<file path="src/cll_pkg.sv">
// ----------------------------------------------------------------------------
// cll_pkg: shared definitions for the cursor linked list engine
// Pool size, pointer types, request codes, sequencer states and the control
// bundle between the sequencer and the datapath.
// ----------------------------------------------------------------------------
package cll_pkg;

   // node pool; a pointer has one more code than the pool for the null marker
   localparam int NODE_COUNT = 256;
   localparam int IDX_W      = $clog2(NODE_COUNT);
   localparam int PTR_W      = $clog2(NODE_COUNT + 1);
   localparam int WORD_W     = 32;
   localparam int OP_W       = 4;
   localparam int RSP_BITS   = 2 + 2 * WORD_W + 1;
   localparam int RSP_W      = ((RSP_BITS + 7) / 8) * 8;

   typedef logic [PTR_W-1:0]  ptr_type;
   typedef logic [IDX_W-1:0]  idx_type;
   typedef logic [WORD_W-1:0] word_type;

   localparam ptr_type NULL_PTR = ptr_type'(NODE_COUNT);

   // request codes
   typedef enum logic [OP_W-1:0] {
      OP_NONE      = 4'd0,
      OP_CLEAR     = 4'd1,
      OP_INS_HEAD  = 4'd2,
      OP_CUR_HEAD  = 4'd3,
      OP_DEL_HEAD  = 4'd4,
      OP_DEL_AFTER = 4'd5,
      OP_INS_AFTER = 4'd6,
      OP_OVERWRITE = 4'd7,
      OP_ADVANCE   = 4'd8
   } op_type;

   // sequencer states
   typedef enum logic [1:0] {
      ST_IDLE = 2'd0,
      ST_EXEC = 2'd1,
      ST_FIX  = 2'd2
   } state_type;

   // sequencer to datapath
   typedef struct packed {
      logic accept;    // item taken this cycle, memory read issued
      logic exec;      // read data valid, main update
      logic fix;       // second link write
      logic commit;    // state and memory updates take effect
      logic rsp_load;  // result register loads
   } ctl_type;

   // true for a pointer that names a node
   function automatic logic is_node(ptr_type p);
      return p < NULL_PTR;
   endfunction

endpackage

</file>
<file path="src/cll_fsm.sv">
// ----------------------------------------------------------------------------
// cll_fsm: request sequencer
// Accept with read, update with read data, optional second link write; the
// last step waits for the result register to be free.
// ----------------------------------------------------------------------------
module cll_fsm (
   input  logic             clock,
   input  logic             reset,
   input  logic             req_valid,
   input  logic             need_fix,
   input  logic             slot_free,
   output logic             req_ready,
   output cll_pkg::ctl_type ctl
);

   cll_pkg::state_type state_ff;
   cll_pkg::state_type state_in;

   // next state
   always_comb begin
      state_in = state_ff;
      unique case (state_ff)
         cll_pkg::ST_IDLE: begin
            if (req_valid) begin
               state_in = cll_pkg::ST_EXEC;
            end
         end
         cll_pkg::ST_EXEC: begin
            if (need_fix) begin
               state_in = cll_pkg::ST_FIX;
            end else if (slot_free) begin
               state_in = cll_pkg::ST_IDLE;
            end
         end
         cll_pkg::ST_FIX: begin
            if (slot_free) begin
               state_in = cll_pkg::ST_IDLE;
            end
         end
         default: state_in = cll_pkg::ST_IDLE;
      endcase
   end

   // outputs
   always_comb begin
      ctl       = '0;
      req_ready = 1'b0;
      unique case (state_ff)
         cll_pkg::ST_IDLE: begin
            req_ready  = 1'b1;
            ctl.accept = req_valid;
         end
         cll_pkg::ST_EXEC: begin
            ctl.exec     = 1'b1;
            ctl.commit   = need_fix || slot_free;
            ctl.rsp_load = !need_fix && slot_free;
         end
         cll_pkg::ST_FIX: begin
            ctl.fix      = 1'b1;
            ctl.commit   = slot_free;
            ctl.rsp_load = slot_free;
         end
         default: begin
            ctl = '0;
         end
      endcase
   end

   always_ff @(posedge clock) begin
      if (reset) begin
         state_ff <= cll_pkg::ST_IDLE;
      end else begin
         state_ff <= state_in;
      end
   end

endmodule

</file>
<file path="config.mk">
export PLATFORM = sky130hd
export DESIGN_NAME = cll_fsm
export DESIGN_NICKNAME = d
export VERILOG_FILES = /design/src/cll_pkg.sv /design/src/cll_fsm.sv
export SDC_FILE = /design/constraint.sdc
export NUM_CORES = 1
export LEC_CHECK = 0
export ABC_AREA = 1
export ABC_CLOCK_PERIOD_IN_PS = 1300
export BUFFER_PORTS_ARGS = -buffer_cell sky130_fd_sc_hd__buf_4
export CELL_PAD_IN_SITES_DETAIL_PLACEMENT = 0
export CELL_PAD_IN_SITES_GLOBAL_PLACEMENT = 2
export CORE_AREA = 10 10 47 49
export DETAILED_ROUTE_END_ITERATION = 6
export DIE_AREA = 0 0 57 59
export PLACE_DENSITY = 0.61
export REMOVE_ABC_BUFFERS = 1
export SLEW_MARGIN = 0
export SYNTH_ARGS = -nofsm -noshare
export SYNTH_HDL_FRONTEND = slang
export SYNTH_SLANG_ARGS = --single-unit
</file>
<file path="constraint.sdc">
create_clock -name clock -period 1.3 [get_ports clock]
set_input_delay 0.39 -clock clock [delete_from_list [all_inputs] [get_ports clock]]
set_output_delay 0.39 -clock clock [all_outputs]
set_load 0.1 [all_outputs]
</file>
==> reports/metrics.cfg <==
[run_status]
status = finished, violations left
violations = setup timing

[grt]
grt_remaining_overflow = 0
track_usage = 0.0432
grt_max_degree = 5
grt_pass1_vias = 308
grt_pass1_wl_um = 1200
antenna_found_initial = 0

[yosys]
synth_warnings = 0
synth_cell_types = 13
netlist_area_um2 = 211
ys_seq_area_frac = 0.189
avgSynthCellArea_um2 = 6.61
ys_ff_latch = 2
syn_inst = 32

[power]
p_sw_w = 0.000234
p_comb_frac = 0.617
power_density_nw_per_um2 = 937
p_leak_nw = 0.258
p_int_w = 0.000314
p_seq_frac = 0.138
pwr-share-clk = 0.244
max-vdd-ir-drop_v = 0.000454
swShare = 0.427

[timing]
slew_viol_final = 0
hold_viol = 0
fmax_mhz = 582
worst_pin_slew_ns = 0.160
setup_violations = 6
finalWorstSetupSlack_ns = -0.420
clock_skew_ns = 0.00211
rsz0062_at_grt = true
period_needed_ns = 1.72
post-route-period-util = 1.32
relSlewSlack = 0.893

[routing]
top_layer = met3
dr.first_iter.drc_count = 0
drt-met1-wl_um = 274
wl_per_cell_um = 10.3
wl_met2_um = 432
vias = 281
final_antenna_net_count = 0
drt-pass1-iter-count = 1
route.detailed.drc = 0
wirelength_um = 752
wl_met3_um = 45
viasPerCell = 3.85

[placement]
place_inst = 68
routabilityCongestion = 0.672
placed_area_um2 = 382
portBuffers = 10
dp_hpwl_um = 550

[finish]
final_cell_mix = 15 x buf_4, 7 x nand2_1, 6 x buf_12
stdcell_area_um2 = 586
largest_register = state_ff
drive_above_1_share = 0.825
top_regs = state_ff x2
fin_util = 0.418
areaGrowthSynthToFinish_pct = 177
largest_register_ffs = 2
final_common_cell = buf_4
final_nets = 68
diodes = 0
n_fill_cell = 148
fin_cells = 73

[flow_run]
maxCapViolations = 0

[clock_tree]
cts_inserted_buffers = 3
cts_tree = done
clk_pin_slew_ns = 0.03
clockRootBuffer = clkbuf_4
htree_levels = 1
cts_hold_buf = 0
clock-sinks = 2
clk_latency_ns = 0.22
clockBufferDepth = 2

[floorplan]
die_x_um = 57
design.core.area_um2 = 1400
die_y_um = 59
initial_core_util = 0.151
rows = 14
die_area_um2 = 3360
num_io_pins = 11

[min_path]
min_path_type = in -> reg
holdPathStages = 2

[critical_path]
worst_path_largest_cell_delay_ns = 0.36
path_common_cell = nand2_2
worstPathRequired_ns = 0.91
crit_path_start_kind = flip-flop
reg2reg_depth = 10
path_class = reg -> out
cp-end-kind = output pin
worst_ep_arrival_time_ns = 1.33
path_max_fanout = 3
cp_cell_sequence = inv_6, ha_4, inv_2, nand2_2, nand2_2, a21boi_2, buf_12
slowest_stage = dfxtp_4

==> cells by family after synthesis <==
kind of cell,synth area share
adders and majority gates,0.237
buffers and inverters,0.107
DFF,0.189
AOI/OAI and AO/OA,0.124
and+or+nand+nor,0.343
==> layer usage <==
metal  GRT usage  vias to the layer above
met5           0                        -
met4      0.0201                        0
met3      0.0215                        0
met2      0.0806                        5
met1      0.0379                      129
li1            -                      147
==> per-stage QoR <==
| step | worst slack, ns | TNS, ns | hold slack, ns | power (W) |
|---|---|---|---|---|
| global placement | -0.368 | -0.962 | 0.517 | 0.000315 |
| floorplan | -2.71 | -7.36 | 0.452 | 0.000239 |
| detailed placement | -0.377 | -0.994 | 0.526 | 0.000315 |
| finish | -0.420 | -1.44 | 0.330 | 0.000549 |
| global route | -0.475 | -1.83 | 0.327 | 0.000583 |
| CTS | -0.432 | -1.54 | 0.315 | 0.000527 |
==> timing repair <==
item | 4_1_cts | 5_1_grt
endpoints found under the setup margin | 6 | 7
setup buffers | 2 | 3
pin swaps | 3 | 8
gates resized for setup | 33 | 11
cloned | 0 | 0
==> Yosys cell counts <==
cell / count / area (µm²)
a21boi_0: 1 / 7.51
a21oi_1: 1 / 5.00
a21oi_2: 1 / 8.76
dfxtp_1: 2 / 40.0
ha_1: 4 / 50.1
inv_1: 2 / 7.51
inv_2: 4 / 15.0
nand2_1: 9 / 33.8
nand2_2: 1 / 6.26
nand3_1: 2 / 10.0
nor2_1: 1 / 3.75
nor2_2: 3 / 18.8
o21ai_1: 1 / 5.00
==> power by group through the flow <==
stage	registers [W]	clock network (W)	logic, W
3_5_place_dp	0.0000724	0	0.000242
6_report	0.0000760	0.000134	0.000339
2_1_floorplan	0.0000715	0	0.000167
4_1_cts	0.0000747	0.000144	0.000309
5_1_grt	0.0000775	0.000152	0.000354
3_3_place_gp	0.0000721	0	0.000243
==> critical path, delay by kind of cell, from the launching register on <==
| kind | cells | cell delay [ns] |
|---|---|---|
| AND/OR/NAND/NOR | 2 | 0.13 |
| flip-flops | 1 | 0.36 |
| buffers and inverters | 3 | 0.29 |
| adder cells (fa/ha/maj) | 1 | 0.14 |
| AO/OA/AOI/OAI | 1 | 0.18 |
==> final timing paths <==
path	slack (ns)	startpoint	to
worst min register to register	0.55	state_ff[0]	state_ff[0]
worst max register to register	0.01	state_ff[0]	state_ff[0]
worst max-delay path	-0.42	state_ff[1]	ctl[1]
worst min-delay path	0.33	reset	state_ff[0]
==> final cells by class <==
type                            instances  area [µm²]  share of cell area
Multi-Input combinational cell         24         216               0.370
Clock buffer                            3        22.5              0.0385
Tap cell                               16        20.0              0.0342
Inverter                                6        35.0              0.0598
Timing Repair Buffer                   22         244               0.417
Sequential cell                         2        47.5              0.0812
No activity file was read; power rests on OpenSTA's default activity.
